$ cat config.mk
export PLATFORM = sky130hd
export DESIGN_NAME = key_event_detector
export DESIGN_NICKNAME = d
export VERILOG_FILES = /design/src/rtl/ked_pkg.sv /design/src/rtl/ked_cfg_regs.sv /design/src/rtl/ked_ctrl.sv /design/src/rtl/ked_datapath.sv /design/src/rtl/key_event_detector.sv
export SDC_FILE = /design/constraint.sdc
export NUM_CORES = 1
export LEC_CHECK = 0
export BUFFER_PORTS_ARGS = -buffer_cell sky130_fd_sc_hd__buf_4
export CELL_PAD_IN_SITES_DETAIL_PLACEMENT = 1
export CELL_PAD_IN_SITES_GLOBAL_PLACEMENT = 1
export CORE_ASPECT_RATIO = 0.8
export CORE_UTILIZATION = 53
export DETAILED_ROUTE_END_ITERATION = 6
export PLACE_DENSITY_LB_ADDON = 0.1
export SYNTH_ARGS = -nofsm -noshare
export SYNTH_HDL_FRONTEND = slang
export SYNTH_SLANG_ARGS = --single-unit
$ cat constraint.sdc
create_clock -name clk -period 13.1 [get_ports clk]
set_input_delay 1.31 -clock clk [delete_from_list [all_inputs] [get_ports clk]]
set_output_delay 1.31 -clock clk [all_outputs]
set_load 0.1 [all_outputs]
$ cat src/rtl/ked_pkg.sv
// shared types, constants and message codes for the key event detector
`timescale 1ns / 1ps
`default_nettype none

package ked_pkg;

  // default build options
  localparam int NUM_KEYS_DEF   = 4;
  localparam int MAX_CLICKS_DEF = 3;

  // width of a key number carried between controller and datapath (up to eight keys)
  localparam int KEY_IDX_W = 3;

  // highest click count that still has a message code of its own
  localparam int CLICK_LIMIT = 3;

  // message codes
  typedef logic [2:0] msg_t;
  localparam msg_t MSG_DOWN   = 3'd0;
  localparam msg_t MSG_UP     = 3'd1;
  localparam msg_t MSG_HOLD   = 3'd2;
  localparam msg_t MSG_REPEAT = 3'd3;
  localparam msg_t MSG_LIFT   = 3'd4;
  localparam msg_t MSG_CLICK1 = 3'd5;

  // register indexes
  typedef logic [2:0] reg_idx_t;
  localparam reg_idx_t REG_EVENT_ENABLE  = 3'd0;
  localparam reg_idx_t REG_HOLD_TICKS    = 3'd1;
  localparam reg_idx_t REG_REPEAT_TICKS  = 3'd2;
  localparam reg_idx_t REG_RELEASE_TICKS = 3'd3;
  localparam reg_idx_t REG_LIFT_TICKS    = 3'd4;

  // register reset values
  localparam logic [31:0] EVENT_ENABLE_RESET  = 32'd0;
  localparam logic [15:0] HOLD_TICKS_RESET    = 16'd200;
  localparam logic [15:0] REPEAT_TICKS_RESET  = 16'd20;
  localparam logic [15:0] RELEASE_TICKS_RESET = 16'd30;
  localparam logic [15:0] LIFT_TICKS_RESET    = 16'd300;

  typedef struct packed {
    logic [31:0] event_enable;
    logic [15:0] hold_ticks;
    logic [15:0] repeat_ticks;
    logic [15:0] release_ticks;
    logic [15:0] lift_ticks;
  } cfg_t;

  typedef enum logic [2:0] {
    ST_IDLE,
    ST_EDGE,
    ST_TIME1,
    ST_TIME2,
    ST_FLUSH
  } state_t;

  typedef enum logic [1:0] {
    STEP_EDGE,
    STEP_TIME1,
    STEP_TIME2
  } step_t;

  typedef struct packed {
    logic                 accept;
    logic                 exec;
    step_t                step;
    logic [KEY_IDX_W-1:0] key;
    logic                 flush;
  } cmd_t;

  typedef struct packed {
    logic slot_ok;
    logic pend_valid;
    logic out_free;
  } status_t;

endpackage

`default_nettype wire

$ cat src/rtl/ked_cfg_regs.sv
// configuration registers of the key event detector
`timescale 1ns / 1ps
`default_nettype none

module ked_cfg_regs (
  input  wire logic              clk,
  input  wire logic              rst,
  input  wire logic              cfg_write,
  input  wire ked_pkg::reg_idx_t cfg_index,
  input  wire logic [31:0]       cfg_data,
  output ked_pkg::cfg_t          cfg
);

  always_ff @(posedge clk) begin
    if (rst) begin
      cfg.event_enable  <= ked_pkg::EVENT_ENABLE_RESET;
      cfg.hold_ticks    <= ked_pkg::HOLD_TICKS_RESET;
      cfg.repeat_ticks  <= ked_pkg::REPEAT_TICKS_RESET;
      cfg.release_ticks <= ked_pkg::RELEASE_TICKS_RESET;
      cfg.lift_ticks    <= ked_pkg::LIFT_TICKS_RESET;
    end else if (cfg_write) begin
      case (cfg_index)
        ked_pkg::REG_EVENT_ENABLE:  cfg.event_enable  <= cfg_data;
        ked_pkg::REG_HOLD_TICKS:    cfg.hold_ticks    <= cfg_data[15:0];
        ked_pkg::REG_REPEAT_TICKS:  cfg.repeat_ticks  <= cfg_data[15:0];
        ked_pkg::REG_RELEASE_TICKS: cfg.release_ticks <= cfg_data[15:0];
        ked_pkg::REG_LIFT_TICKS:    cfg.lift_ticks    <= cfg_data[15:0];
        default: ;
      endcase
    end
  end

endmodule

`default_nettype wire

$ cat src/rtl/ked_ctrl.sv
// sequencer: walks the edge pass and the two-step timing pass key by key
`timescale 1ns / 1ps
`default_nettype none

module ked_ctrl #(
  parameter int NUM_KEYS = ked_pkg::NUM_KEYS_DEF
) (
  input  wire logic             clk,
  input  wire logic             rst,
  input  wire logic             in_valid,
  output logic                  in_ready,
  input  wire ked_pkg::status_t status,
  output ked_pkg::cmd_t         cmd
);

  localparam int KEY_W = (NUM_KEYS > 1) ? $clog2(NUM_KEYS) : 1;
  localparam logic [KEY_W-1:0] LAST_KEY = KEY_W'(NUM_KEYS - 1);

  ked_pkg::state_t  state, state_next;
  logic [KEY_W-1:0] key, key_next;
  logic             at_last;

  assign at_last = (key == LAST_KEY);

  always_ff @(posedge clk) begin
    if (rst) begin
      state <= ked_pkg::ST_IDLE;
      key   <= '0;
    end else begin
      state <= state_next;
      key   <= key_next;
    end
  end

  always_comb begin
    state_next = state;
    case (state)
      ked_pkg::ST_IDLE:  if (in_valid) state_next = ked_pkg::ST_EDGE;
      ked_pkg::ST_EDGE:  if (status.slot_ok && at_last) state_next = ked_pkg::ST_TIME1;
      ked_pkg::ST_TIME1: if (status.slot_ok) state_next = ked_pkg::ST_TIME2;
      ked_pkg::ST_TIME2: begin
        if (status.slot_ok) state_next = at_last ? ked_pkg::ST_FLUSH : ked_pkg::ST_TIME1;
      end
      ked_pkg::ST_FLUSH: begin
        if (!status.pend_valid || status.out_free) state_next = ked_pkg::ST_IDLE;
      end
      default: state_next = ked_pkg::ST_IDLE;
    endcase
  end

  always_comb begin
    in_ready   = 1'b0;
    cmd.accept = 1'b0;
    cmd.exec   = 1'b0;
    cmd.step   = ked_pkg::STEP_EDGE;
    cmd.key    = ked_pkg::KEY_IDX_W'(key);
    cmd.flush  = 1'b0;
    key_next   = key;
    case (state)
      ked_pkg::ST_IDLE: begin
        in_ready   = 1'b1;
        cmd.accept = in_valid;
        key_next   = '0;
      end
      ked_pkg::ST_EDGE: begin
        cmd.exec = status.slot_ok;
        cmd.step = ked_pkg::STEP_EDGE;
        if (status.slot_ok) key_next = at_last ? '0 : key + 1'b1;
      end
      ked_pkg::ST_TIME1: begin
        cmd.exec = status.slot_ok;
        cmd.step = ked_pkg::STEP_TIME1;
      end
      ked_pkg::ST_TIME2: begin
        cmd.exec = status.slot_ok;
        cmd.step = ked_pkg::STEP_TIME2;
        if (status.slot_ok) key_next = at_last ? '0 : key + 1'b1;
      end
      ked_pkg::ST_FLUSH: begin
        cmd.flush = status.pend_valid && status.out_free;
      end
      default: ;
    endcase
  end

endmodule

`default_nettype wire

$ cat src/rtl/ked_datapath.sv
// per-key state, timing compares, pending message and output register
`timescale 1ns / 1ps
`default_nettype none

module ked_datapath #(
  parameter int NUM_KEYS   = ked_pkg::NUM_KEYS_DEF,
  parameter int MAX_CLICKS = ked_pkg::MAX_CLICKS_DEF
) (
  input  wire logic           clk,
  input  wire logic           rst,
  input  wire ked_pkg::cmd_t  cmd,
  input  wire ked_pkg::cfg_t  cfg,
  input  wire logic [3:0]     key_levels,
  output ked_pkg::status_t    status,
  output logic                out_valid,
  input  wire logic           out_ready,
  output logic [1:0]          key_index,
  output ked_pkg::msg_t       message,
  output logic                last
);

  localparam int KEY_W = (NUM_KEYS > 1) ? $clog2(NUM_KEYS) : 1;

  function automatic logic enabled(input logic [31:0] ee,
                                   input logic [ked_pkg::KEY_IDX_W-1:0] k,
                                   input ked_pkg::msg_t m);
    logic [4:0] bit_sel;
    bit_sel = {k[1:0], m};
    enabled = k[2] ? 1'b0 : ee[bit_sel];
  endfunction

  // global state
  logic [15:0] tick;
  logic [3:0]  prev_levels;
  logic [3:0]  lvl;
  logic [15:0] age_reg;

  // per-key state
  logic [15:0] change_time  [NUM_KEYS];
  logic [3:0]  press_count  [NUM_KEYS];
  logic        pressed_flag [NUM_KEYS];
  logic        hold_flag    [NUM_KEYS];
  logic        lift_flag    [NUM_KEYS];

  // pending message: held back until the next one shows whether it is the last
  logic          pend_valid;
  logic [1:0]    pend_key;
  ked_pkg::msg_t pend_msg;

  logic [KEY_W-1:0] idx;
  logic [1:0]       key_lo;
  logic             beyond;
  logic             cur, prev;
  logic [3:0]       pc;
  logic [15:0]      ct;
  logic [15:0]      age_now;
  logic [16:0]      rep_sum;
  logic             hold_hit, close_hit, click_ok, rep_hit, lift_hit;
  ked_pkg::msg_t    click_msg;
  ked_pkg::msg_t    emit_msg;
  logic             emit;
  logic             gen;
  logic             out_free;

  assign idx    = cmd.key[KEY_W-1:0];
  assign key_lo = cmd.key[1:0];
  assign beyond = cmd.key[2];

  // keys past the input width read as released
  assign cur  = beyond ? 1'b1 : lvl[key_lo];
  assign prev = beyond ? 1'b1 : prev_levels[key_lo];

  assign pc        = press_count[idx];
  assign ct        = change_time[idx];
  assign age_now   = tick - ct;
  assign rep_sum   = {1'b0, cfg.hold_ticks} + {1'b0, cfg.repeat_ticks};
  assign hold_hit  = enabled(cfg.event_enable, cmd.key, ked_pkg::MSG_HOLD)
                     && !hold_flag[idx] && (age_now >= cfg.hold_ticks);
  assign close_hit = (age_now >= cfg.release_ticks);
  assign click_ok  = !hold_flag[idx] && (pc <= 4'(MAX_CLICKS))
                     && (pc <= 4'(ked_pkg::CLICK_LIMIT));
  assign click_msg = ked_pkg::MSG_CLICK1 + pc[2:0] - 3'd1;
  // the sum bound implies the hold bound
  assign rep_hit   = enabled(cfg.event_enable, cmd.key, ked_pkg::MSG_REPEAT)
                     && ({1'b0, age_reg} >= rep_sum);
  assign lift_hit  = enabled(cfg.event_enable, cmd.key, ked_pkg::MSG_LIFT)
                     && !lift_flag[idx] && (age_reg >= cfg.lift_ticks);

  always_comb begin
    emit     = 1'b0;
    emit_msg = ked_pkg::MSG_DOWN;
    case (cmd.step)
      ked_pkg::STEP_EDGE: begin
        if (cur != prev) begin
          emit_msg = cur ? ked_pkg::MSG_UP : ked_pkg::MSG_DOWN;
          emit     = enabled(cfg.event_enable, cmd.key, emit_msg);
        end
      end
      ked_pkg::STEP_TIME1: begin
        if (pc != 4'd0) begin
          if (pressed_flag[idx]) begin
            emit_msg = ked_pkg::MSG_HOLD;
            emit     = hold_hit;
          end else if (close_hit && click_ok) begin
            emit_msg = click_msg;
            emit     = enabled(cfg.event_enable, cmd.key, click_msg);
          end
        end
      end
      ked_pkg::STEP_TIME2: begin
        if (pc != 4'd0 && pressed_flag[idx]) begin
          emit_msg = ked_pkg::MSG_REPEAT;
          emit     = rep_hit;
        end else if (pc == 4'd0) begin
          emit_msg = ked_pkg::MSG_LIFT;
          emit     = lift_hit;
        end
      end
      default: ;
    endcase
  end

  assign gen      = cmd.exec && emit;
  assign out_free = !out_valid || out_ready;

  assign status.slot_ok    = !pend_valid || out_free;
  assign status.pend_valid = pend_valid;
  assign status.out_free   = out_free;

  always_ff @(posedge clk) begin
    if (rst) begin
      tick        <= '0;
      prev_levels <= '1;
      for (int i = 0; i < NUM_KEYS; i++) begin
        change_time[i]  <= '0;
        press_count[i]  <= '0;
        pressed_flag[i] <= 1'b0;
        hold_flag[i]    <= 1'b0;
        lift_flag[i]    <= 1'b0;
      end
    end else begin
      if (cmd.accept) begin
        tick <= tick + 16'd1;
      end
      if (cmd.exec) begin
        case (cmd.step)
          ked_pkg::STEP_EDGE: begin
            if (cur != prev) begin
              if (!beyond) prev_levels[key_lo] <= cur;
              if (!cur) begin
                press_count[idx]  <= pc + 4'd1;
                pressed_flag[idx] <= 1'b1;
              end else begin
                pressed_flag[idx] <= 1'b0;
              end
              change_time[idx] <= tick;
            end
          end
          ked_pkg::STEP_TIME1: begin
            if (pc != 4'd0) begin
              if (pressed_flag[idx]) begin
                if (hold_hit) hold_flag[idx] <= 1'b1;
              end else if (close_hit) begin
                if (hold_flag[idx]) hold_flag[idx] <= 1'b0;
                press_count[idx] <= '0;
                lift_flag[idx]   <= 1'b0;
              end
            end
          end
          ked_pkg::STEP_TIME2: begin
            if (pc != 4'd0 && pressed_flag[idx]) begin
              if (rep_hit) begin
                change_time[idx] <= tick - cfg.hold_ticks;
                hold_flag[idx]   <= 1'b1;
              end
            end else if (pc == 4'd0) begin
              if (lift_hit) lift_flag[idx] <= 1'b1;
            end
          end
          default: ;
        endcase
      end
    end
  end

  // input latch and age snapshot, payload only
  always_ff @(posedge clk) begin
    if (cmd.accept) lvl <= key_levels;
    if (cmd.exec && cmd.step == ked_pkg::STEP_TIME1) age_reg <= age_now;
  end

  always_ff @(posedge clk) begin
    if (rst) begin
      pend_valid <= 1'b0;
      out_valid  <= 1'b0;
    end else begin
      if (gen) pend_valid <= 1'b1;
      else if (cmd.flush) pend_valid <= 1'b0;
      if ((gen && pend_valid) || cmd.flush) out_valid <= 1'b1;
      else if (out_ready) out_valid <= 1'b0;
    end
  end

  always_ff @(posedge clk) begin
    if (gen) begin
      pend_key <= key_lo;
      pend_msg <= emit_msg;
    end
    if ((gen && pend_valid) || cmd.flush) begin
      key_index <= pend_key;
      message   <= pend_msg;
      last      <= cmd.flush;
    end
  end

endmodule

`default_nettype wire

$ cat src/rtl/key_event_detector.sv
// top level: multi-click and long-press key event detector
// sequence: from accept to the last message and back to idle, the block runs
//   one edge step and two timing steps per key on the shared compare datapath, plus a flush
// items: a new one is taken only once the last is through; steps wait while the result side stalls
// results: up to three messages per key, one per cycle while out_ready holds, the last of an item marked by last
// reset: synchronous, active high; thresholds return to their defaults, tick and key state clear
`timescale 1ns / 1ps
`default_nettype none

module key_event_detector #(
  parameter int NUM_KEYS   = ked_pkg::NUM_KEYS_DEF,
  parameter int MAX_CLICKS = ked_pkg::MAX_CLICKS_DEF
) (
  input  wire logic              clk,
  input  wire logic              rst,
  // tick items
  input  wire logic              in_valid,
  output logic                   in_ready,
  input  wire logic [3:0]        key_levels,
  // message items
  output logic                   out_valid,
  input  wire logic              out_ready,
  output logic [1:0]             key_index,
  output ked_pkg::msg_t          message,
  output logic                   last,
  // register writes
  input  wire logic              cfg_write,
  input  wire ked_pkg::reg_idx_t cfg_index,
  input  wire logic [31:0]       cfg_data
);

  // thresholds and enable bits, shared by every key
  ked_pkg::cfg_t    cfg;
  // controller to datapath: which step, which key, accept and flush strobes
  ked_pkg::cmd_t    cmd;
  // datapath to controller: room on the result side
  ked_pkg::status_t status;

  ked_cfg_regs u_regs (
    .clk       (clk),
    .rst       (rst),
    .cfg_write (cfg_write),
    .cfg_index (cfg_index),
    .cfg_data  (cfg_data),
    .cfg       (cfg)
  );

  // sequencer: idle, edge pass over all keys, then hold/close and repeat/lift per key,
  // then a flush that marks the held-back message as the last of the item
  ked_ctrl #(
    .NUM_KEYS (NUM_KEYS)
  ) u_ctrl (
    .clk      (clk),
    .rst      (rst),
    .in_valid (in_valid),
    .in_ready (in_ready),
    .status   (status),
    .cmd      (cmd)
  );

  // one message sits in a pending slot until the next one (or the flush) decides its last bit,
  // then moves to the output register; a step waits only when both are full and out_ready is low
  ked_datapath #(
    .NUM_KEYS   (NUM_KEYS),
    .MAX_CLICKS (MAX_CLICKS)
  ) u_dp (
    .clk        (clk),
    .rst        (rst),
    .cmd        (cmd),
    .cfg        (cfg),
    .key_levels (key_levels),
    .status     (status),
    .out_valid  (out_valid),
    .out_ready  (out_ready),
    .key_index  (key_index),
    .message    (message),
    .last       (last)
  );

endmodule

`default_nettype wire

## Word level (Yosys, flattened, before mapping)

Memory sizes are Yosys's and may differ from the RTL's. A register that Yosys moved wholly into a read port is not among the register bits.
Cells that the tools add are included.

| word-level totals | value |
|---|---|
| register bits | 154 |
| output and inout bits | 8 |
| bits in read-only memories | 0 |
| logic and storage cells | 246 |
| RAM bits | 92 |
| bits of input ports | 44 |
| memories | 5 |
| bits in latches | 0 |

Memories:

| name | words | bits a word | read ports | clocked after memory_dff | write ports | line | RTL |
|---|---|---|---|---|---|---|---|
| u_dp.change_time | 4 | 16 | 1 | 1 | 4 | ked_datapath.sv:39 | `logic [15:0] change_time [NUM_KEYS];` |
| u_dp.press_count | 4 | 4 | 1 | 1 | 4 | ked_datapath.sv:40 | `logic [3:0] press_count [NUM_KEYS];` |
| u_dp.hold_flag | 4 | 1 | 1 | 1 | 4 | ked_datapath.sv:42 | `logic hold_flag [NUM_KEYS];` |
| u_dp.lift_flag | 4 | 1 | 1 | 1 | 4 | ked_datapath.sv:43 | `logic lift_flag [NUM_KEYS];` |
| u_dp.pressed_flag | 4 | 1 | 1 | 1 | 4 | ked_datapath.sv:41 | `logic pressed_flag [NUM_KEYS];` |

| operators by class | value |
|---|---|
| mux-type cells | 135 |
| shift operators | 0 |
| eq/ne operators | 18 |
| divide/modulo/power cells | 0 |
| magnitude comparators | 12 |
| reductions and logical operators | 44 |
| $mul | 0 |
| $add $sub $neg | 8 |
| bitwise gates (word level) | 6 |

Operator list:

| operator | count |
|---|---|
| two-way mux 1 bit | 88 |
| >= comparator 16 bit | 3 |
| two-way mux 3 bit | 12 |
| two-way mux 2 bit | 17 |
| two-way mux 16 bit | 2 |
| subtractor 16 bit | 2 |
| less-than comparator 5 x 6 -> 1 bit, second input constant | 5 |
| case mux 3 bit (3 select lines) | 2 |
| adder 16 x 16 -> 17 bit | 1 |
| >= comparator 16 x 17 -> 1 bit | 1 |
| adder 16 x 1 -> 16 bit, second input constant | 1 |
| OR reduction 16 bit | 1 |
| logical AND 1 bit | 15 |
| case mux 3 bit (5 select lines) | 1 |
| equality test 3 x 2 -> 1 bit, second input constant | 4 |
| AND reduction 2 bit | 6 |
| binary-select mux 1 bit (select 2 bit) | 5 |
| binary-select mux 1 bit (select 5 bit) | 2 |
| != test 2 x 1 -> 1 bit, second input constant | 5 |
| two-way mux 4 bit | 2 |
| equality test 3 x 1 -> 1 bit, second input constant | 2 |
| equality test 3 bit, second input constant | 2 |
| zero test 3 bit | 2 |
| OR 1 bit | 6 |
| 26 further kinds | 36 |

## Depth between registers and ports, before layout

| logic depth | value |
|---|---|
| depth in word-level cells | 15 |
| mapped depth | 24 |
| mapped depth without buffers | 21 |

## Modules after synthesis

From an unflattened synthesis, not the netlist that was laid out.

| second synthesis, totals | value |
|---|---|
| cells, all modules | 1410 |
| area total of the unflattened synthesis | 14567.7 µm² |

Modules (own cells, without submodules):

| module | cells each | sequential area each (µm²) | instances | area each (µm²) |
|---|---|---|---|---|
| ked_datapath | 1010 | 4134.0 | 1 | 10322.4 |
| ked_cfg_regs | 360 | 1921.8 | 1 | 3910.0 |
| ked_ctrl | 40 | 100.1 | 1 | 335.3 |

## Worst setup path after synthesis

OpenSTA, ideal clock, no wires.

| timing path | value |
|---|---|
| path type | register to register |
| from | register with a tool-made name |
| to | register u_dp.key_index[0] (enable) |
| cell stages (with the launch flop) | 25 |
| buffers on the path | 3 |
| setup time | 0.357 ns |
| required time | 12.743 ns |
| arrival time | 5.491 ns |
| path slack | 7.253 ns |
| clock period less this slack | 5.847 ns |
| cells stage by stage | dfxtp_1 -> buf_6 -> buf_6 -> buf_1 -> mux4_2 -> inv_1 -> ha_1 -> nand3b_1 -> a21boi_0 -> o31a_1 -> o211ai_1 -> nand2_1 -> and4_1 -> a2111oi_2 -> a21oi_1 -> xor2_1 -> ha_1 -> and4_1 -> o211ai_1 -> o31a_1 -> nor4b_2 -> mux2i_1 -> o221ai_2 -> o21bai_2 -> o21ai_1 |

RTL lines:

| item | line | RTL |
|---|---|---|
| end signal: assignment | ked_datapath.sv:210 | `key_index <= pend_key;` |
| end: declaration | ked_datapath.sv:17 | `output logic [1:0] key_index,` |

==> flow_metrics.py <==
metrics = {
    "clock_network": {
        "hold_buffers": 0,
        "post_cts_buffers": 0,
        "cts_tree": "done",
        "clkSinkCount": 248,
        "path_clk_slew_ps": 70,
        "numCtsBuffers": 27,
        "clock-root-buffer": "clkbuf_16",
        "htree_levels": 1,
        "clock_latency_ps": 550,
        "clock_path_buffers": 3,
        "ctsResizeCount": 0,
    },
    "place": {
        "place_congestion": 0.909,
        "port_buffers": 51,
        "placed_area_sq_mm": 0.0146,
        "hpwl_mm": 31.2,
        "dpl_worst_slack_ps": 6700,
        "dp.cells": 1800,
    },
    "route": {
        "wl_mm": 43.1,
        "drc_errors": 0,
        "ant_nets": 0,
        "detail_route.wl_per_cell_microns": 23.3,
        "drtIter0Drc": 824,
        "vias_per_cell": 6.07,
        "drtPass1Iterations": 5,
        "via_count": 11200,
    },
    "sta": {
        "fmax_ghz": 0.155,
        "worst_slew_pin_slew_ps": 1140,
        "maxSlewHeadroom_pct": 22.4,
        "layout_min_cycle_time_ps": 6440,
        "rsz0062_at_grt": "no",
        "setup_viol": 0,
        "finalSetupTns_ps": 0,
        "period_share_pct": 49.2,
        "hold_viol": 0,
        "skew_ps": 12.9,
        "slew_violations": 0,
        "worst_slack_ps": 6660,
        "hold_ws_ps": 457,
    },
    "die": {
        "io_pins": 52,
        "placementRows": 52,
        "fp.dieW_microns": 184,
        "dieArea_sq_mm": 0.0271,
        "core_area_sq_mm": 0.0256,
        "die_h_microns": 147,
        "start_util_pct": 54.6,
    },
    "layout": {
        "design_area_sq_mm": 0.0155,
        "layout-drive-gt1-share_pct": 10.7,
        "largest_reg_flops": 96,
        "nets": 1645,
        "n_antenna_cell": 0,
        "areaGrowthSynthToFinish_pct": 10.5,
        "top_regs": "u_regs.cfg x96, u_dp.change_time x64",
        "regMostFlops": "u_regs.cfg",
        "utilization_pct": 60.3,
        "layoutNonFillerInstCount": 1850,
    },
    "worst_setup_path": {
        "reg2reg_to": "u_dp.message[0]",
        "crit_fanout": 15,
        "start_kind": "register",
        "crit_chain": "buf_4 -> mux4_2 -> ha_1 -> fa_1 -> nand3b_1 -> a21boi_0 -> o31a_1 -> o211ai_1 -> nand2_1 -> and4_1 -> a2111oi_2 -> a21oi_1 -> xor2_1 -> ha_1 -> and4_1 -> o211ai_1 -> o31a_1 -> nor4b_2 -> mux2i_1 -> o221ai_2 -> o21bai_2 -> o21ai_1",
        "setup.worst_path.class": "reg -> reg",
        "cpPeakStageDelay_ps": 540,
        "end_kind": "register",
        "reg2reg_depth": 22,
        "crit_required_ps": 13280,
        "rrSetupSlack_ps": 6660,
        "crit_arrival_ps": 6620,
        "cpMaxStageDelayCell": "dfxtp_2",
    },
    "logic_synthesis": {
        "synthDistinctLibCells": 75,
        "synthTopCellsByArea": "edfxtp_1, dfxtp_1, ha_1",
        "ys_seq_area_share_pct": 44.3,
        "netlist_area_sq_mm": 0.0140,
        "synthFlopType": "dfxtp_1",
        "synth_seq_cells": 248,
        "synth_top_area_cell": "edfxtp_1",
        "syn_area_per_cell_sq_um": 9.66,
        "synth_edf_count": 123,
        "yosysWarnings": 0,
        "synthesis.nets": 1616,
        "yosysMostFrequentCell": "nand2_1",
        "synth_top_area_share_pct": 26.4,
        "synthTopCellsByCount": "nand2_1, nor2_1, a21oi_1",
        "ys_async_sr_fraction_pct": 0,
        "syn_inst": 1449,
    },
    "grt": {
        "track_usage_pct": 32.5,
        "antenna_found_initial": 0,
        "grt_start_max_net_pins": 97,
        "overflow": 0,
        "grt_pass1_wl_mm": 66.7,
        "grt_pass1_vias": 11800,
    },
    "pwr": {
        "p_seq_share_pct": 46.7,
        "netSwitchingFraction_pct": 26.5,
        "power.density_mw_per_mm2": 118,
        "clockPowerShare_pct": 40.8,
        "p_switching_mw": 0.485,
        "leakagePower_nw": 6.05,
        "vdd.ir_drop.worst_mv": 0.119,
        "p_comb_share_pct": 12.5,
        "report.power.total_mw": 1.83,
        "internal_power_mw": 1.34,
    },
    "worst_hold_path": {
        "holdPathStages": 2,
        "hold_start": "u_regs.cfg[87]",
        "hold_path_class": "reg -> reg",
        "hold_end": "u_regs.cfg[87]",
    },
    "flow_run": {
        "cap_violations": 0,
    },
    "run_status": {
        "status": "completed",
    },
}
worst max-delay path by stage:
stage               startpoint                end
CTS                   register    u_dp.message[0]
detailed placement    register  u_dp.key_index[0]
finish                register    u_dp.message[0]
floorplan             register  u_dp.key_index[0]
global route          register    u_dp.message[0]
global placement      register  u_dp.key_index[0]
logic make-up (layout without fill, tap and decap cells):
group,Yosys count,in the layout,share of synthesized area (%)
mux,62,62,7.04
buf+inv,170,220,4.96
flops,248,248,44.3
simple gates,490,490,15.4
xor+xnor,54,54,3.38
fa+ha+maj,123,123,11.2
compound gates,302,302,13.7
area by class of cell:
class	instances	area [sq um]
timing repair buffer	60	450
multi-input combinational	1031	7110
inverter	110	414
sequential	248	6200
clock inverter	11	87.6
tap	351	439
clock buffer	39	754
fill	2911	10200
power groups by stage:
stage	Combinational, mW	Clock [mW]	Sequential, mW
after floorplan	0.149	0	0.861
after global placement	0.212	0	0.867
after detailed placement	0.222	0	0.869
after CTS	0.226	0.751	0.853
after global routing	0.246	0.776	0.855
final	0.228	0.745	0.853
metal layers:
layer | vias to the layer above | part of all wire, % | track usage (%)
met5 | - | 0 | 0
met4 | 0 | 3.9 | 11.8
met3 | 108 | 6.2 | 5.28
met2 | 376 | 47 | 54.2
met1 | 5559 | 43 | 42.6
li1 | 5180 | - | -
layout by cell type (no fill, tap or decap), drive strengths merged, types with 4 or more instances in the layout:
| cell type | count |
|---|---|
| nor4 | 5 |
| or3 | 7 |
| nand2b | 7 |
| nand2 | 231 |
| o21a | 10 |
| inv | 112 |
| nand3 | 25 |
| and4 | 4 |
| nor2 | 137 |
| o21bai | 5 |
| nor3 | 16 |
| edfxtp | 123 |
| a21boi | 4 |
| nor3b | 6 |
| mux4 | 29 |
| clkbuf | 39 |
| and2 | 4 |
| a21o | 21 |
| a211oi | 4 |
| buf | 60 |
| a22oi | 12 |
| o2111ai | 4 |
| a31oi | 7 |
| and3 | 14 |
| ha | 120 |
| mux2i | 32 |
| a2111oi | 4 |
| xor2 | 24 |
| nand4 | 9 |
| a21oi | 134 |
| nor2b | 12 |
| clkinv | 8 |
| dfxtp | 125 |
| o31ai | 4 |
| o211ai | 24 |
| o21ai | 47 |
| o31a | 4 |
| o41ai | 4 |
| xnor2 | 30 |
worst max-delay path: cells and delay by family (launching register included):
family                     cells  cell delay (ps)
AOI/OAI and AO/OA             10             2100
and+or+nand+nor                5             1100
adders and majority gates      3              860
muxes                          2              710
DFF                            1              540
buffers and inverters          1              380
xor gates and xnor gates       1              330
Note: power is estimated with default switching activity, not from simulation.
